## src/rtl/wcct_pkg.sv

```systemverilog
`timescale 1ns / 1ps
// Shared types, codes and constants of the window count-of-counts table.
package wcct_pkg;

  localparam int COLOUR_W    = 10;
  localparam int THRESH_W    = 11;
  localparam int ANSWER_W    = 11;
  localparam int OP_W        = 2;
  localparam int NUM_COLOURS_DEF = 1024;
  localparam int WINDOW_MAX_DEF  = 1024;
  localparam int QUEUE_DEPTH = 2;

  typedef enum logic [OP_W-1:0] {
    OP_ADD    = 2'd0,
    OP_REMOVE = 2'd1,
    OP_QUERY  = 2'd2
  } op_t;

  // Work kinds that survive classification.
  typedef enum logic [1:0] {
    K_ADD,
    K_REMOVE,
    K_QUERY
  } kind_t;

  typedef struct packed {
    kind_t               kind;
    logic [COLOUR_W-1:0] colour;
    logic [THRESH_W-1:0] threshold;
    logic                zero_answer;
  } entry_t;

  typedef struct packed {
    logic full;
    logic empty;
  } q_status_t;

  typedef enum logic [2:0] {
    ST_CLEAR,
    ST_IDLE,
    ST_COUNT,
    ST_TABLE,
    ST_QUERY
  } st_t;

endpackage

```

## src/rtl/wcct_in_if.sv

```systemverilog
`timescale 1ns / 1ps
// Input channel: valid/ready handshake carrying one operation item.
interface wcct_in_if;
  import wcct_pkg::*;

  logic                valid;
  logic                ready;
  logic [OP_W-1:0]     op;
  logic [COLOUR_W-1:0] colour;
  logic [THRESH_W-1:0] threshold;

  modport source (output valid, op, colour, threshold, input ready);
  modport sink (input valid, op, colour, threshold, output ready);
endinterface

```

## src/rtl/wcct_front.sv

```systemverilog
`timescale 1ns / 1ps
// Front end: accepts items, drops unused op codes and out-of-range adds and removes, queues the rest.
module wcct_front #(
  parameter int NUM_COLOURS = wcct_pkg::NUM_COLOURS_DEF,
  parameter int WINDOW_MAX  = wcct_pkg::WINDOW_MAX_DEF
) (
  wcct_in_if.sink           items,
  input  logic              clearing,
  input  wcct_pkg::q_status_t q_status,
  output logic              push,
  output wcct_pkg::entry_t  push_data
);
  import wcct_pkg::*;

  logic colour_ok;
  logic keep;

  assign items.ready = !clearing && !q_status.full;
  assign colour_ok   = 32'(items.colour) < NUM_COLOURS;

  always_comb begin
    keep                  = 1'b0;
    push_data.kind        = K_QUERY;
    push_data.colour      = items.colour;
    push_data.threshold   = items.threshold;
    push_data.zero_answer = 32'(items.threshold) > WINDOW_MAX;
    case (op_t'(items.op))
      OP_ADD: begin
        keep           = colour_ok;
        push_data.kind = K_ADD;
      end
      OP_REMOVE: begin
        keep           = colour_ok;
        push_data.kind = K_REMOVE;
      end
      OP_QUERY: begin
        keep           = 1'b1;
        push_data.kind = K_QUERY;
      end
      default: begin
        keep = 1'b0;
      end
    endcase
  end

  assign push = items.valid && items.ready && keep;
endmodule

```

## src/flat_wrapper.sv

```systemverilog
// flat-port wrapper written by rule: the top's interface ports become plain ports
module wcct_front_flat import wcct_pkg::*;
#(
  parameter int NUM_COLOURS = wcct_pkg::NUM_COLOURS_DEF,
  parameter int WINDOW_MAX  = wcct_pkg::WINDOW_MAX_DEF
)
  (clearing, q_status, push, push_data, items_valid, items_op, items_colour, items_threshold, items_ready);
  wcct_in_if items_i ();
  input  logic clearing;
  input  wcct_pkg::q_status_t q_status;
  output logic push;
  output wcct_pkg::entry_t push_data;
  input wire logic [$bits(items_i.valid)-1:0] items_valid;
  input wire logic [$bits(items_i.op)-1:0] items_op;
  input wire logic [$bits(items_i.colour)-1:0] items_colour;
  input wire logic [$bits(items_i.threshold)-1:0] items_threshold;
  output wire logic [$bits(items_i.ready)-1:0] items_ready;
  assign items_i.valid = items_valid;
  assign items_i.op = items_op;
  assign items_i.colour = items_colour;
  assign items_i.threshold = items_threshold;
  assign items_ready = items_i.ready;
  wcct_front #(.NUM_COLOURS(NUM_COLOURS), .WINDOW_MAX(WINDOW_MAX)) u_core (.items(items_i), .clearing(clearing), .q_status(q_status), .push(push), .push_data(push_data));
endmodule
```

## config.mk

```make
export PLATFORM = sky130hd
export DESIGN_NAME = wcct_front_flat
export DESIGN_NICKNAME = d
export VERILOG_FILES = /design/src/rtl/wcct_pkg.sv /design/src/rtl/wcct_in_if.sv /design/src/rtl/wcct_front.sv /design/src/flat_wrapper.sv
export SDC_FILE = /design/constraint.sdc
export NUM_CORES = 1
export LEC_CHECK = 0
export BUFFER_PORTS_ARGS = -buffer_cell sky130_fd_sc_hd__buf_2
export CORE_AREA = 3 3 40 42
export DETAILED_ROUTE_END_ITERATION = 8
export DIE_AREA = 0 0 43 45
export PLACE_DENSITY = 0.72
export SLEW_MARGIN = 10
export SYNTH_ARGS = -nofsm -noshare
export SYNTH_HDL_FRONTEND = slang
export SYNTH_SLANG_ARGS = --single-unit
```

## constraint.sdc

```tcl
create_clock -name vclk -period 0.8
set_input_delay 0.08 -clock vclk [all_inputs]
set_output_delay 0.08 -clock vclk [all_outputs]
set_load 0.01 [all_outputs]
```

# Word level (Yosys, flattened, before mapping)
# Index checks and enable logic that the tools add are counted.
[word_totals] register_bits=0 input_bits=27 out_inout_bits=26 word_cells=12
[op_classes] magnitude_cmp=1 eq_ne=2 muxes=2 reduce_logical=7
[op_table] operator="11-bit > comparator, second input constant" n=1
[op_table] operator="2-bit one-hot mux with 2 select lines" n=1
[op_table] operator="1-bit logical AND" n=3
[op_table] operator="3-bit OR reduction" n=1
[op_table] operator="2-bit by 1-bit == test with 1-bit output, second input constant" n=1
[op_table] operator="2-bit == test, second input constant" n=1
[op_table] operator="1-bit logical NOT" n=2
[op_table] operator="2-bit logical NOT" n=1
[op_table] operator="1-bit 2-to-1 mux" n=1

# Logic depth before layout (Yosys ltp)
[logic_depth] word_depth=4 ltp_mapped=2 depth_no_buf=2

# Least setup slack after synthesis
# OpenSTA, ideal clock, no wires.
[synth_timing] path_kind="input-to-output" from="input q_status[1] (netlist name)" to="output push" t_arrival_ns=0.511 required_time_ns=0.720 path_slack_ns=0.209 stages=2 n_path_buf=0 path_cell_list="nor2_1 and3_1"
[synth_via] elab_chain_cells=4
[synth_lines] item="start: declaration" line_no="flat_wrapper.sv:10" rtl="input wcct_pkg::q_status_t q_status;"
[synth_lines] item="1-bit logical NOT" line_no="wcct_front.sv:18" rtl="assign items.ready = !clearing && !q_status.full;"
[synth_lines] item="1-bit logical AND" line_no="wcct_front.sv:18"
[synth_lines] item="1-bit logical AND (2 in a row)" line_no="wcct_front.sv:46" rtl="assign push = items.valid && items.ready && keep;"
[synth_lines] item="end: declaration" line_no="flat_wrapper.sv:11" rtl="output logic push;"
# Every way passes these cells.

==> results by group <==
Status
  – Status: finished, final reports clean

Global route
  – Initial antenna violation count: 0
  – Gr usage total: 4.15%
  – Maximum number of pins on one net before global-route repair: 4
  – Vias in the first global route: 170
  – Global route total overflow: 0
  – Wire length of the first global-routing pass: 676 um

Pwr
  – Peak supply drop: 85.4 uV
  – Leakage power summed over all cells: 0.157 nW
  – Power per cell area: 516 nW/um2

Floorplan
  – Number of ports placed on the die boundary: 53
  – Die width: 43 um
  – Number of core rows: 13
  – Area of the placeable core: 1280 um2
  – Die H: 45 um
  – Initial cell density of the core: 16.2%
  – Area enclosed by the die boundary: 1940 um2

Routing
  – Met3 routed WL: 71 um
  – Count of TritonRoute iterations in the first routing pass: 2
  – Met1 wire length: 125 um
  – Detail-routed via count per cell: 3.57
  – Average wire per standard cell: 9.30 um
  – Via count: 200
  – Post-Route WL: 521 um
  – Highest metal layer used by the detailed router: met3
  – Routed met2 length: 323 um
  – Count of routing violations after the opening detailed-route iteration: 1
  – Remaining DRCs: 0
  – Number of antenna-violating nets in the routed design: 0

Timing
  – Final Hold Violating Endpoints: 0
  – Crit share post-route: 96.6%
  – Slew at the pin closest to its max-slew limit: 0.198 ns
  – Count of final max-slew check failures: 0
  – Setup-violating endpoint count in the final report: 0
  – Clock period minus worst slack: 0.773 ns
  – Unrepaired setup endpoints after global routing: true
  – Upper clock frequency limit: 1.29 GHz
  – Normalized max-slew margin: 86.7%

Critical path
  – Ordered list of cells on the worst path: buf_2 > nor4_2 > a31oi_1 > buf_2
  – Highest-delay cell along the critical path: nor4_2
  – Cell seen most often among critical-path stages: buf_2
  – Largest incremental delay on the critical path: 0.25 ns
  – Critical Path Fanout Max: 2
  – Crit path DAT: 0.69 ns
  – Type of origin of the critical path: input pin
  – Element type at the critical path end: primary output
  – Critical Path RT: 0.72 ns
  – Crit path kind: in2out

Clock network
  – Post-CTS Setup Repair Bufs: 0

Cells and area
  – Number of sequential cells: 0
  – # clk buffers: 0
  – FILL cells: 155
  – Area occupied by multi-input gates: 63.8 um2
  – Final design instance area without fill: 259 um2
  – Number of inserted diodes: 0
  – Fraction of layout instances using a drive strength above 1: 82.9%
  – Final net count: 70
  – Final cell count without fillers: 56
  – Storage cell area: 0 um2
  – Layout overhead on the synthesized area: 24.7%

Yosys
  – Share of the synthesized area in the top cell type: 75.9%
  – Share of the yosys chip area belonging to registers: 0%
  – Cell count after synthesis: 31
  – Top cells by area, synth: buf_4, nor4_1, nor2_1
  – Cell accounting for the most synthesized area: buf_4
  – Number of library cell types mapped by synthesis: 9
  – Post-synth design cell area: 208 um2
  – Per-instance average area after synthesis: 6.70 um2
  – Warning count from the yosys run: 0
  – Post-Synthesis Net Count: 58

Placement
  – Cell count after placement: 56
  – Global placement routability congestion: 0.563
  – Standard cell area after detailed placement: 225 um2
  – Quantity of I/O buffers inserted on ports: 32

Run
  – Max Cap Violations: 0

Min path
  – Class of the tightest hold or removal check: in2out
critical path: cells and delay by family:
family,cells,cell delay [ns]
and+or+nand+nor,1,0.25
AOI/OAI and AO/OA,1,0.11
buffers and inverters,2,0.26
layout by cell type, fill, tap and decap left out:
cell	n
a31oi_1	1
and3_1	1
buf_2	30
buf_6	2
inv_1	1
nand2_1	1
nor2_1	2
nor2b_1	1
nor4_2	1
nor4_4	1
synth_stat cells (all sizes together):
master   n
buf     21
nor2     2
nor4     2
a31oi    1
and3     1
clkbuf   1
inv      1
nand2    1
nor2b    1
layout make-up:
type	count	area share, %
inverter	1	1.45
timing repair buffer	32	66.7
multi-input combinational	8	24.6
tap	15	7.25
what timing repair did:
item                                    CTS  global route
endpoints found under the hold margin     0             0
endpoints found under the setup margin    1             1
cloned                                    0             0
resized for setup                         3             3
hold buffers                              0             0
pin swaps                                 2             2
cells by family (layout without fill, tap and decap cells):
logic type / Yosys count / in the layout / share of synthesized area, %
simple gates: 7 / 7 / 17.5
compound gates: 1 / 1 / 3.01
buf+inv: 23 / 33 / 79.5
layer usage:
layer,vias to the layer above,track usage [%]
li1,97,-
met1,92,4.05
met2,11,8.98
met3,0,1.20
met4,0,0
met5,-,0
per-stage QoR:
step / utilization, % / TNS (ns) / power [mW] / hold WS (ns) / setup slack (ns)
3_3_place_gp: 17.5 / -0.0675 / 0.116 / 0.160 / -0.0675
6_report: 20.2 / 0 / 0.134 / 0.160 / 0.0274
3_5_place_dp: 17.5 / -0.105 / 0.118 / 0.160 / -0.105
2_1_floorplan: - / 0 / 0.128 / 0.206 / 0.209
4_1_cts: 19.2 / 0 / 0.129 / 0.160 / 0.00253
5_1_grt: 20.2 / -0.0278 / 0.146 / 0.160 / -0.0278
report_power, final:
group | internal, mW | total (mW) | switching [mW]
Clock | 0 | 0 | 0
Combinational | 0.0694 | 0.134 | 0.0642
Sequential | 0 | 0 | 0
Total | 0.0694 | 0.134 | 0.0642
final timing paths:
| path | start | endpoint | slack, ns | depth (start not counted) |
|---|---|---|---|---|
| hold / removal | items_colour[2] | push_data[14] | 0.16 | 0 |
| setup / recovery | items_threshold[0] | push_data[0] | 0.03 | 4 |
Note: power is estimated with default switching activity, not from simulation.
