<file path="src/rtl/wcct_pkg.sv">
`timescale 1ns / 1ps
// Shared types, codes and constants of the window count-of-counts table.
package wcct_pkg;

  localparam int COLOUR_W    = 10;
  localparam int THRESH_W    = 11;
  localparam int ANSWER_W    = 11;
  localparam int OP_W        = 2;
  localparam int NUM_COLOURS_DEF = 1024;
  localparam int WINDOW_MAX_DEF  = 1024;
  localparam int QUEUE_DEPTH = 2;

  typedef enum logic [OP_W-1:0] {
    OP_ADD    = 2'd0,
    OP_REMOVE = 2'd1,
    OP_QUERY  = 2'd2
  } op_t;

  // Work kinds that survive classification.
  typedef enum logic [1:0] {
    K_ADD,
    K_REMOVE,
    K_QUERY
  } kind_t;

  typedef struct packed {
    kind_t               kind;
    logic [COLOUR_W-1:0] colour;
    logic [THRESH_W-1:0] threshold;
    logic                zero_answer;
  } entry_t;

  typedef struct packed {
    logic full;
    logic empty;
  } q_status_t;

  typedef enum logic [2:0] {
    ST_CLEAR,
    ST_IDLE,
    ST_COUNT,
    ST_TABLE,
    ST_QUERY
  } st_t;

endpackage

</file>
<file path="src/rtl/wcct_queue.sv">
`timescale 1ns / 1ps
// Short FIFO of classified items between the front end and the back end.
module wcct_queue #(
  parameter int DEPTH = wcct_pkg::QUEUE_DEPTH
) (
  input  logic                clk,
  input  logic                rst,
  input  logic                push,
  input  wcct_pkg::entry_t    push_data,
  input  logic                pop,
  output wcct_pkg::entry_t    head,
  output wcct_pkg::q_status_t status
);
  import wcct_pkg::*;

  localparam int PW = (DEPTH > 1) ? $clog2(DEPTH) : 1;
  localparam int CNTW = $clog2(DEPTH + 1);

  entry_t          slots [DEPTH];
  logic [PW-1:0]   wr_ptr;
  logic [PW-1:0]   rd_ptr;
  logic [CNTW-1:0] count;

  assign status.full  = count == CNTW'(DEPTH);
  assign status.empty = count == '0;
  assign head         = slots[rd_ptr];

  always_ff @(posedge clk) begin
    if (push) begin
      slots[wr_ptr] <= push_data;
    end
  end

  always_ff @(posedge clk) begin
    if (rst) begin
      wr_ptr <= '0;
      rd_ptr <= '0;
      count  <= '0;
    end else begin
      if (push) begin
        wr_ptr <= (wr_ptr == PW'(DEPTH - 1)) ? '0 : wr_ptr + 1'b1;
      end
      if (pop) begin
        rd_ptr <= (rd_ptr == PW'(DEPTH - 1)) ? '0 : rd_ptr + 1'b1;
      end
      case ({push, pop})
        2'b10:   count <= count + 1'b1;
        2'b01:   count <= count - 1'b1;
        default: count <= count;
      endcase
    end
  end
endmodule

</file>
<file path="config.mk">
export PLATFORM = sky130hd
export DESIGN_NAME = wcct_queue
export DESIGN_NICKNAME = d
export VERILOG_FILES = /design/src/rtl/wcct_pkg.sv /design/src/rtl/wcct_queue.sv
export SDC_FILE = /design/constraint.sdc
export NUM_CORES = 1
export LEC_CHECK = 0
export BUFFER_PORTS_ARGS = -buffer_cell sky130_fd_sc_hd__buf_2
export CORE_ASPECT_RATIO = 1.75
export CORE_MARGIN = 8
export CORE_UTILIZATION = 46
export DETAILED_ROUTE_END_ITERATION = 16
export PLACE_DENSITY_LB_ADDON = 0.1
export SLEW_MARGIN = 40
export SYNTH_ARGS = -nofsm -noshare
export SYNTH_HDL_FRONTEND = slang
export SYNTH_SLANG_ARGS = --single-unit
</file>
<file path="constraint.sdc">
create_clock -name clk -period 1.7 [get_ports clk]
set_clock_uncertainty 0.15 [all_clocks]
set_input_delay 0 -clock clk [delete_from_list [all_inputs] [get_ports clk]]
set_output_delay 0 -clock clk [all_outputs]
set_load 0.01 [all_outputs]
</file>
[After elaboration in Yosys (flattened, before gate mapping)]
Memory sizes are Yosys's and may differ from the RTL's. A register that Yosys moved wholly into a read port is not among the register bits.
Index checks and enable logic that the tools add are counted.
Storage, ports and cells
  register bits after elaboration: 4
  memory bits (writable): 48
  output and inout bits: 26
  logic and storage cells: 20
  memories: 1
Operators by class
  add/subtract/negate cells: 4
  equality and inequality tests: 3
  muxes and demuxes: 7
  reduce and logical (&&, ||, !) cells: 2
Memories
  slots: words 2, bits a word 24, rd ports 1, clocked after memory_dff 1, wr ports 1, RTL line wcct_queue.sv:19  | entry_t slots [DEPTH];
Operators with widths (count)
  1-bit two-way mux: 6
  2-bit equality test, second input constant: 2
  2-bit case mux with 2 select lines: 1
  1-bit adder, second input constant: 2
  2-bit by 1-bit adder with 2-bit output, second input constant: 1
  2-bit by 1-bit equality test with 1-bit output, second input constant: 1
  2-bit logical NOT: 1
  2-bit nonzero test: 1
  2-bit by 1-bit subtractor with 2-bit output, second input constant: 1

[Depth between registers and ports, before layout]
Gate-level depths: netlist of the first run.
  depth after elaboration: 4
  mapped depth: 5
  mapped depth without buffers: 5

[Worst setup path before layout of the first run]
Ideal clock, no wire load.
  path type: register -> register
  start: reg wr_ptr
  end: mem slots[0][0] (netlist name) (enable)
  library setup time: 405 ps
  arrival: 1355 ps
  slack: -210 ps
  stages on the path, launching flop included: 2
  path buffers: 0
  period minus slack after synthesis: 1910 ps
  cell sequence: dfxtp_1 > nor2_1
RTL lines
  start: declaration: RTL line wcct_queue.sv:20  | logic [PW-1:0] wr_ptr;
  start signal: assignment: RTL line wcct_queue.sv:41  | wr_ptr <= (wr_ptr == PW'(DEPTH - 1)) ? '0 : wr_ptr + 1'b1;
  end: declaration: RTL line wcct_queue.sv:19
No word-level cell before the write port.

==> results.toml, run 1 <==
[critical_path]
r2r_start = "wr_ptr"
critPathCaptureType = "primary output"
cp.required_ns = 1.55
r2r_cells = 2
path_max_fanout = 24
ff2ff_setup_slack_ns = 0.41
critical_path_class = "register to primary output"
arrival_ns = 1.44
regToRegEndpoint = "slots[1][16]"
crit_path_start_kind = "register"

[power_and_ir_drop]
power.switching_w = 0.000560
p_int_w = 0.00199
power_density_nw_per_um2 = 971
p_seq_share_pct = 60.2
p_clk_share_pct = 24.9
power_frac_comb_pct = 14.9
p_sw_share_pct = 21.9
p_leak_nw = 1.01
total_power_w = 0.00255
ir_worst_vdd_uv = 702

[hold_path]
hold_class = "input port to register"
min_from = "push_data[0]"
holdPathStages = 2
min_delay_worst_endpoint = "slots[1][0]"

[floorplanning]
die_h_microns = 102
design.die.area_sq_um = 6610
die_w_microns = 65.0
coreArea_sq_um = 4070
ios = 54
start_util_pct = 47.4
num_rows = 31

[global_routing]
grtUsageTotal_pct = 11.7
grt_pass1_wl_microns = 5870
gr-usage-met1_pct = 11.5
grt_busiest_layer = "met2"
gr-total-overflow = 0
grt_use_met2_pct = 20.5
antenna_found_initial = 0
grt_pass1_vias = 1304
grt_max_degree = 25
use_met3_pct = 4.98

[drt]
dr_total_vias = 1124
drt.antenna.violating_nets = 0
drcViolationCount = 0
drt-initial-drc-count = 18
routed_wl_microns = 3610
dr.pass1.iters = 2
wire_per_inst_microns = 15.3
avgViaCountPerCell = 4.78

[cts]
cts_max_path_buffers = 2
cts.sinks = 53
cts_buffers = 5
cts_tree = "built"
htree_levels = 2
cts_resized = 0
cts_root_buffer = "clkbuf_8"
insertion_delay_ns = 0.29
clk_pin_slew_worst_paths_ns = 0.08

[place]
pre_cts_ws_ns = 0.415
place_inst = 201
gp_congestion = 0.683
dpl.hpwl_microns = 2450
port_buffers = 53

[status]
outcome = "complete, no violations"

[layout]
drive_gt1_share_pct = 47.8
multi_input_area_sq_um = 374
nNetsFinal = 215
instances_no_fill = 235
fill_cells = 321
register_area_sq_um = 1540
syn_to_final_growth_pct = 36.1
antenna_cells = 0

[timing]
min_period_over_period_pct = 93.3
layout_setup_ws_ns = 0.114
slew_viol_final = 0
final_hold_viol_count = 0
rsz0062_at_grt = "false"
fmax_mhz = 630
worstMarginPinSlew_ns = 0.314
min_period_ns = 1.59
final-setup-viol-count = 0
max_slew_margin_pct = 79.0
finalSetupTns_ns = 0

[logic_synthesis]
ys_ff_latch = 53
synth_cell_types = 14
synthesis.nets = 126
ys_seq_area_share_pct = 79.8
ys_warn_count = 0
synth_cells = 97
syn_area_per_cell_sq_um = 19.9
netlist_area_sq_um = 1930

[run]
cap_violations = 0
## critical path: stages, from the launching register on
cell and delay, ns:
dfxtp_1 0.31, buf_4 0.30, mux2_2 0.38, buf_2 0.14
## worst max path at each step
stage,end,slack [ns],cells past startpoint
2_1_floorplan,slots[1][0],0.18,1
3_3_place_gp,head[22],0.43,3
3_5_place_dp,slots[1][0],0.41,2
4_1_cts,head[22],0.07,3
5_1_grt,head[1],0.02,3
6_report,head[23],0.11,3
## kinds of logic after synthesis
logic type	after synthesis	share of synthesized area [%]
flip-flops	53	79.8
multiplexers	24	14.0
AND/OR/NAND/NOR	9	2.27
XOR/XNOR	4	1.81
buffers and inverters	4	0.971
AO/OA/AOI/OAI	2	0.518
adder cells (fa/ha/maj)	1	0.648
## placed cells by master, fill, tap and decap left out, drive strengths merged, types with 3 or more instances in the layout
master       Yosys  final
buf              3     58
clkbuf           0      6
dfxtp            5      5
dlygate4sd3      0     27
edfxtp          48     48
mux2            24     24
nor2             6      6
xnor2            3      3
## area by class of cell
| cell class | count | area share [%] |
|---|---|---|
| Timing Repair Buffer | 85 | 21.8 |
| Clock buffer | 6 | 2.76 |
| Inverter | 1 | 0.143 |
| Sequential cell | 53 | 58.6 |
| Multi-Input combinational cell | 40 | 14.2 |
| Tap cell | 49 | 2.33 |
| Clock inverter | 1 | 0.143 |
## state kept, by name, indices dropped and copies added, names as in the netlist, named ones only
name / flops
rd_ptr: 1
slots: 48
wr_ptr: 1
count: 2
## metal layers
metal  vias up  part of all wire [%]
li1        542                     -
met1       540                    38
met2        37                    53
met3         5                   7.8
met4         0                   1.5
met5         -                     0
## Yosys cell counts
cell	instances	area share (%)
buf_2	3	0.78
inv_1	1	0.19
xnor2_1	3	1.4
nor2_1	6	1.2
edfxtp_1	48	75
ha_1	1	0.65
xor2_1	1	0.45
and2_1	1	0.32
and2b_2	1	0.45
mux2_2	24	14
o21ai_0	1	0.26
a21oi_1	1	0.26
or3_1	1	0.32
dfxtp_1	5	5.2
## power by group through the flow
stage / registers, W / logic (W) / clock network (W)
global placement: 0.00156 / 0.000333 / 0
global route: 0.00155 / 0.000417 / 0.000718
finish: 0.00154 / 0.000381 / 0.000635
floorplan: 0.00156 / 0.000194 / 0
CTS: 0.00154 / 0.000391 / 0.000667
detailed placement: 0.00157 / 0.000340 / 0
## through the flow
| stage | hold slack (ns) | area [sq um] | util (%) |
|---|---|---|---|
| finish | 0.280 | 2630 | 64.6 |
| global placement | 0.0380 | 2280 | 56.1 |
| floorplan | -0.0809 | 1930 | - |
| global route | 0.262 | 2630 | 64.6 |
| detailed placement | 0.0412 | 2280 | 56.1 |
| CTS | 0.263 | 2630 | 64.6 |
## what timing repair did
| item | 4_1_cts | 5_1_grt |
|---|---|---|
| hold endpoints to repair | 53 | 0 |
| hold buffers | 27 | 0 |
| buffers inserted | 0 | 0 |
(Power assumes the default switching activity.)
==> run 2: changes to the inputs <==
--- a/config.mk
+++ b/config.mk
@@ -8,5 +8,5 @@
 export BUFFER_PORTS_ARGS = -buffer_cell sky130_fd_sc_hd__buf_2
 export CORE_ASPECT_RATIO = 1.75
-export CORE_MARGIN = 8
+export CORE_MARGIN = 2
 export CORE_UTILIZATION = 46
 export DETAILED_ROUTE_END_ITERATION = 16
@@ -16,2 +16,3 @@
 export SYNTH_HDL_FRONTEND = slang
 export SYNTH_SLANG_ARGS = --single-unit
+export TNS_END_PERCENT = 30
--- a/constraint.sdc
+++ b/constraint.sdc
@@ -3,3 +3,3 @@
 set_input_delay 0 -clock clk [delete_from_list [all_inputs] [get_ports clk]]
 set_output_delay 0 -clock clk [all_outputs]
-set_load 0.01 [all_outputs]
+set_load 0.02 [all_outputs]
==> run 2 against run 1 <==
Sequential share of layout area down 0.93 points. Combinational power increased by 15%. Die area is 28% lower. Fmax is 4.6% higher. Non-clock buffer count is 2 higher. Clock power rose by 14%. Via count shrank 1.2%. Hold slack got worse by 0.0090 ns. Clock-buffer cell count is 1 higher.
==> results.toml, run 2 (same netlist as run 1, synthesis figures left out) <==
[global_routing]
gr-total-overflow = 0
grtUsageTotal_pct = 15.1
grt_max_degree = 16
grt_pass1_vias = 1188
antenna_found_initial = 0
grt_pass1_wl_microns = 5130

[critical_path]
arrival_ns = 1.37
critPathCaptureType = "primary output"
cp.required_ns = 1.55
path_max_fanout = 12
crit_path_start_kind = "register"
r2r_cells = 3
ff2ff_setup_slack_ns = 0.33
critical_path_class = "register to primary output"
r2r_start = "rd_ptr"

[hold_path]
min_from = "push_data[16]"
holdPathStages = 2
hold_class = "input port to register"
min_delay_worst_endpoint = "slots[1][16]"

[timing]
worstMarginPinSlew_ns = 0.212
slew_viol_final = 0
finalSetupTns_ns = 0
final_hold_viol_count = 0
rsz0062_at_grt = "false"
min_period_over_period_pct = 89.2
min_period_ns = 1.52
max_slew_margin_pct = 85.9
final-setup-viol-count = 0
fmax_mhz = 660

[drt]
drt.antenna.violating_nets = 0
wire_per_inst_microns = 13.5
drcViolationCount = 0
routed_wl_microns = 3220
avgViaCountPerCell = 4.66
dr_total_vias = 1110
dr.pass1.iters = 2
drt-initial-drc-count = 16

[cts]
cts_buffers = 5
cts_root_buffer = "clkbuf_8"
htree_levels = 2
insertion_delay_ns = 0.29
cts.sinks = 53
cts_max_path_buffers = 2
cts_resized = 0
cts_tree = "built"
clk_pin_slew_worst_paths_ns = 0.08

[layout]
antenna_cells = 0
mostFrequentLayoutCells = "buf_2, edfxtp_1, dlygate4sd3_1"
final_common_cell = "buf_2"
instances_no_fill = 238
drive_gt1_share_pct = 49.2
top_regs = "slots x48, count x2"
largest_register_ffs = 48
nNetsFinal = 217
regMostFlops = "slots"
syn_to_final_growth_pct = 38.3

[floorplanning]
coreArea_sq_um = 4070
die_h_microns = 89.7
die_w_microns = 53.0
design.die.area_sq_um = 4750
ios = 54
num_rows = 31
start_util_pct = 47.4

[place]
dpl.hpwl_microns = 2170
gp_congestion = 0.649
place_inst = 202
port_buffers = 53

[status]
outcome = "complete, no violations"

[run]
cap_violations = 0

[power_and_ir_drop]
ir_worst_vdd_uv = 912
power_density_nw_per_um2 = 1010
p_leak_nw = 1.04
run 2: cell count changes in the layout (fill, tap and decap cells not counted), sizes merged:
cell         previous run  this run
clkbuf                  6         7
buf                    58        59
dlygate4sd3            27        28
run 2: power breakdown:
part / internal [W] / switching (W)
clock network: 0.000368 / 0.000357
logic: 0.000210 / 0.000228
registers: 0.00151 / 0.0000263
total: 0.00209 / 0.000611
run 2: worst max-delay path by stage:
stage | depth (start not counted) | from | end | slack (ns)
after detailed placement | 5 | push | count[1] | 0.47
after floorplan | 1 | wr_ptr | slots[1][0] | 0.18
after global placement | 2 | wr_ptr | slots[1][14] | 0.49
after CTS | 3 | register | head[10] | 0.15
after global routing | 3 | register | head[10] | 0.12
final | 3 | register | head[10] | 0.18
run 2: layer usage:
layer  track usage, %  vias up  routed length [microns]
met4             6.41        0                       23
met1             14.2      528                     1190
met5                0        -                        0
met3             4.98        2                      154
met2             27.6       32                     1850
li1                 -      548                        -
run 2: area by class of cell:
class / instances / area, sq um
flip-flops and latches: 53 / 1540
fillers: 303 / 1400
well taps: 49 / 61.3
repair buffers: 87 / 591
inverters: 1 / 3.75
clock buffers: 7 / 96.3
clock inverters: 1 / 5.00
multi-input cells: 40 / 374
run 2: worst max-delay path, cell delays in order (launching register included):
cell	delay [ns]
dfxtp_1	0.34
buf_4	0.21
mux2_2	0.36
buf_2	0.16
run 2: repair_timing:
item	4_1_cts	5_1_grt
hold endpoints to repair	53	0
buffers inserted	0	0
hold buffers	28	0
run 2: per-stage QoR:
step | setup WS, ns | util (%) | total power [W] | hold WS, ns | area [sq um]
final | 0.184 | 65.6 | 0.00270 | 0.271 | 2670
after global routing | 0.118 | 65.6 | 0.00283 | 0.264 | 2670
after CTS | 0.148 | 65.6 | 0.00275 | 0.256 | 2670
after detailed placement | 0.472 | 56.3 | 0.00196 | 0.0410 | 2290
after global placement | 0.495 | 56.3 | 0.00195 | 0.0375 | 2290
after floorplan | 0.176 | - | 0.00181 | -0.0809 | 1930
==> run 3: changes to the inputs <==
Settings changed: ABC_AREA from default to 1.
==> run 3 against run 2 <==
Die area is 6.4% higher. Highest routed layer unchanged. Clock power is 2% lower. Non-clock buffer count stayed put. Register-to-register slack hardly changed. Fmax is 4.9% lower.
==> results.toml, run 3 <==
[global_routing]
grt_pass1_vias = 1248
grtUsageTotal_pct = 14.8
grt_pass1_wl_microns = 5360
antenna_found_initial = 0
grt_max_degree = 20
gr-total-overflow = 0

[place]
dpl.hpwl_microns = 2310
gp_congestion = 0.674
port_buffers = 53
place_inst = 215

[timing]
whs_ns = 0.270
fmax_mhz = 627
min_period_ns = 1.59
rsz0062_at_grt = "false"
slew_viol_final = 0
min_period_over_period_pct = 93.8
finalSetupTns_ns = 0
max_slew_margin_pct = 81.4
worstMarginPinSlew_ns = 0.279
final-setup-viol-count = 0
final_hold_viol_count = 0

[critical_path]
critical_path_class = "register to primary output"
path_buf_inv = 2
cp_slowest_stage_delay_ns = 0.37
arrival_ns = 1.44
regToRegEndpoint = "rd_ptr"
path_max_fanout = 16
critPathCapture = "head[13]"
r2r_start = "rd_ptr"
critical_path.top_delay_family = "buffers and inverters"
crit_chain = "buf_4 -> mux2_2 -> buf_2"
cp.required_ns = 1.55
crit_slowest_cell = "mux2_2"
cp.depth = 3
r2r_cells = 3
ff2ff_setup_slack_ns = 0.33
critPathCaptureType = "primary output"
crit_path_start_kind = "register"

[power_and_ir_drop]
ir_worst_vdd_uv = 870
p_clk_share_pct = 26.6
power_frac_comb_pct = 16.6
p_seq_share_pct = 56.8
power_density_nw_per_um2 = 970
p_sw_share_pct = 24.3
p_int_w = 0.00203
power.switching_w = 0.000652
p_leak_nw = 1.15

[drt]
drt.antenna.violating_nets = 0
avgViaCountPerCell = 4.67
wire_per_inst_microns = 13.0
routed_wl_microns = 3270
drcViolationCount = 0
dr_total_vias = 1171
drt-initial-drc-count = 10
dr.pass1.iters = 4

[cts]
cts_root_buffer = "clkbuf_8"
insertion_delay_ns = 0.30
clk_pin_slew_worst_paths_ns = 0.10
cts_tree = "built"
cts_buffers = 5
cts_resized = 0
cts.sinks = 53
htree_levels = 2
cts_max_path_buffers = 2

[logic_synthesis]
synth_cells = 108
synthFlopType = "edfxtp_1"
synth_edf_count = 48
ys_warn_count = 0
ys_async_sr_fraction_pct = 0
synth_area_leader_cell = "edfxtp_1"
syn_area_per_cell_sq_um = 19.1
ys_ff_latch = 53
netlist_area_sq_um = 2060
yosysMostFrequentCell = "edfxtp_1"
synth_cell_types = 15
netlist_top_cells_area = "edfxtp_1, mux2_4, dfxtp_1"
yosys-top-cells-count = "edfxtp_1, mux2_4, nor2_1, inv_1"
synthesis.nets = 137
ys_seq_area_share_pct = 74.7
synth_top_cell_area_share_pct = 69.9

[floorplanning]
coreArea_sq_um = 4360
ios = 54
design.die.area_sq_um = 5060
die_h_microns = 92.6
die_w_microns = 54.6
start_util_pct = 47.3
num_rows = 32

[layout]
mostFrequentLayoutCells = "buf_2, edfxtp_1, dlygate4sd3_1"
instances_no_fill = 251
antenna_cells = 0
largest_register_ffs = 48
drive_gt1_share_pct = 46.0
top_regs = "slots x48, count x2"
final_common_cell = "buf_2"
regMostFlops = "slots"
fill_cells = 340
syn_to_final_growth_pct = 34.1
nNetsFinal = 228
utilization_pct = 63.4

[status]
outcome = "complete, no violations"

[run]
cap_violations = 0

[hold_path]
hold_class = "input port to register"
min_from = "push_data[9]"
run 3: worst min path at each step:
stage	depth (start not counted)	end	slack, ns
6_report	2	slots[1][9]	0.27
3_5_place_dp	1	slots[0][19]	0.04
2_1_floorplan	1	register	-0.08
5_1_grt	2	slots[1][20]	0.27
4_1_cts	2	slots[1][8]	0.26
3_3_place_gp	1	slots[1][18]	0.04
run 3: cell type report:
class	instances	area, sq um	area share [%]
Timing Repair Buffer	87	591	21.3
Sequential cell	53	1540	55.7
Inverter	7	26.3	0.950
Tap cell	51	63.8	2.31
Clock buffer	5	68.8	2.49
Multi-Input combinational cell	45	447	16.1
Clock inverter	3	28.8	1.04
run 3: through the flow:
step / cell area, sq um / setup WS [ns] / total power [W]
finish: 2770 / 0.105 / 0.00268
global route: 2770 / 0.0298 / 0.00281
CTS: 2770 / 0.0705 / 0.00273
detailed placement: 2390 / 0.423 / 0.00196
global placement: 2390 / 0.445 / 0.00194
floorplan: 2070 / 0.185 / 0.00184
run 3: per-layer routing:
| metal | wire (microns) | part of all wire, % | vias to the layer above | GRT usage [%] |
|---|---|---|---|---|
| li1 | - | - | 580 | - |
| met1 | 1160 | 36 | 554 | 16.2 |
| met2 | 1920 | 59 | 35 | 26.0 |
| met3 | 156 | 4.8 | 2 | 3.06 |
| met4 | 29 | 0.89 | 0 | 6.25 |
| met5 | 0 | 0 | - | 0 |
run 3: power by group through the flow:
stage / registers, W / clock network [W] / logic (W)
2_1_floorplan: 0.00155 / 0 / 0.000291
3_3_place_gp: 0.00155 / 0 / 0.000390
3_5_place_dp: 0.00156 / 0 / 0.000400
4_1_cts: 0.00153 / 0.000750 / 0.000453
5_1_grt: 0.00153 / 0.000790 / 0.000488
6_report: 0.00152 / 0.000714 / 0.000445
run 3: repair_timing:
| item | 4_1_cts | 5_1_grt |
|---|---|---|
| hold buffers | 28 | 0 |
| buffers inserted | 0 | 0 |
| endpoints found under the hold margin | 53 | 0 |
run 3: cells by family after synthesis:
family	Yosys count	synth area share [%]
buf+inv	10	3.76
mux	24	16.7
flops	53	74.7
compound gates	2	0.485
fa+ha+maj	1	0.606
xor+xnor	1	0.425
simple gates	17	3.27
run 3: worst register-to-register path, stage by stage, from the launching register on:
cell	delay, ns
dfxtp_1	0.33
xnor2_1	0.20
nor2_1	0.05
dlygate4sd3_1	0.54
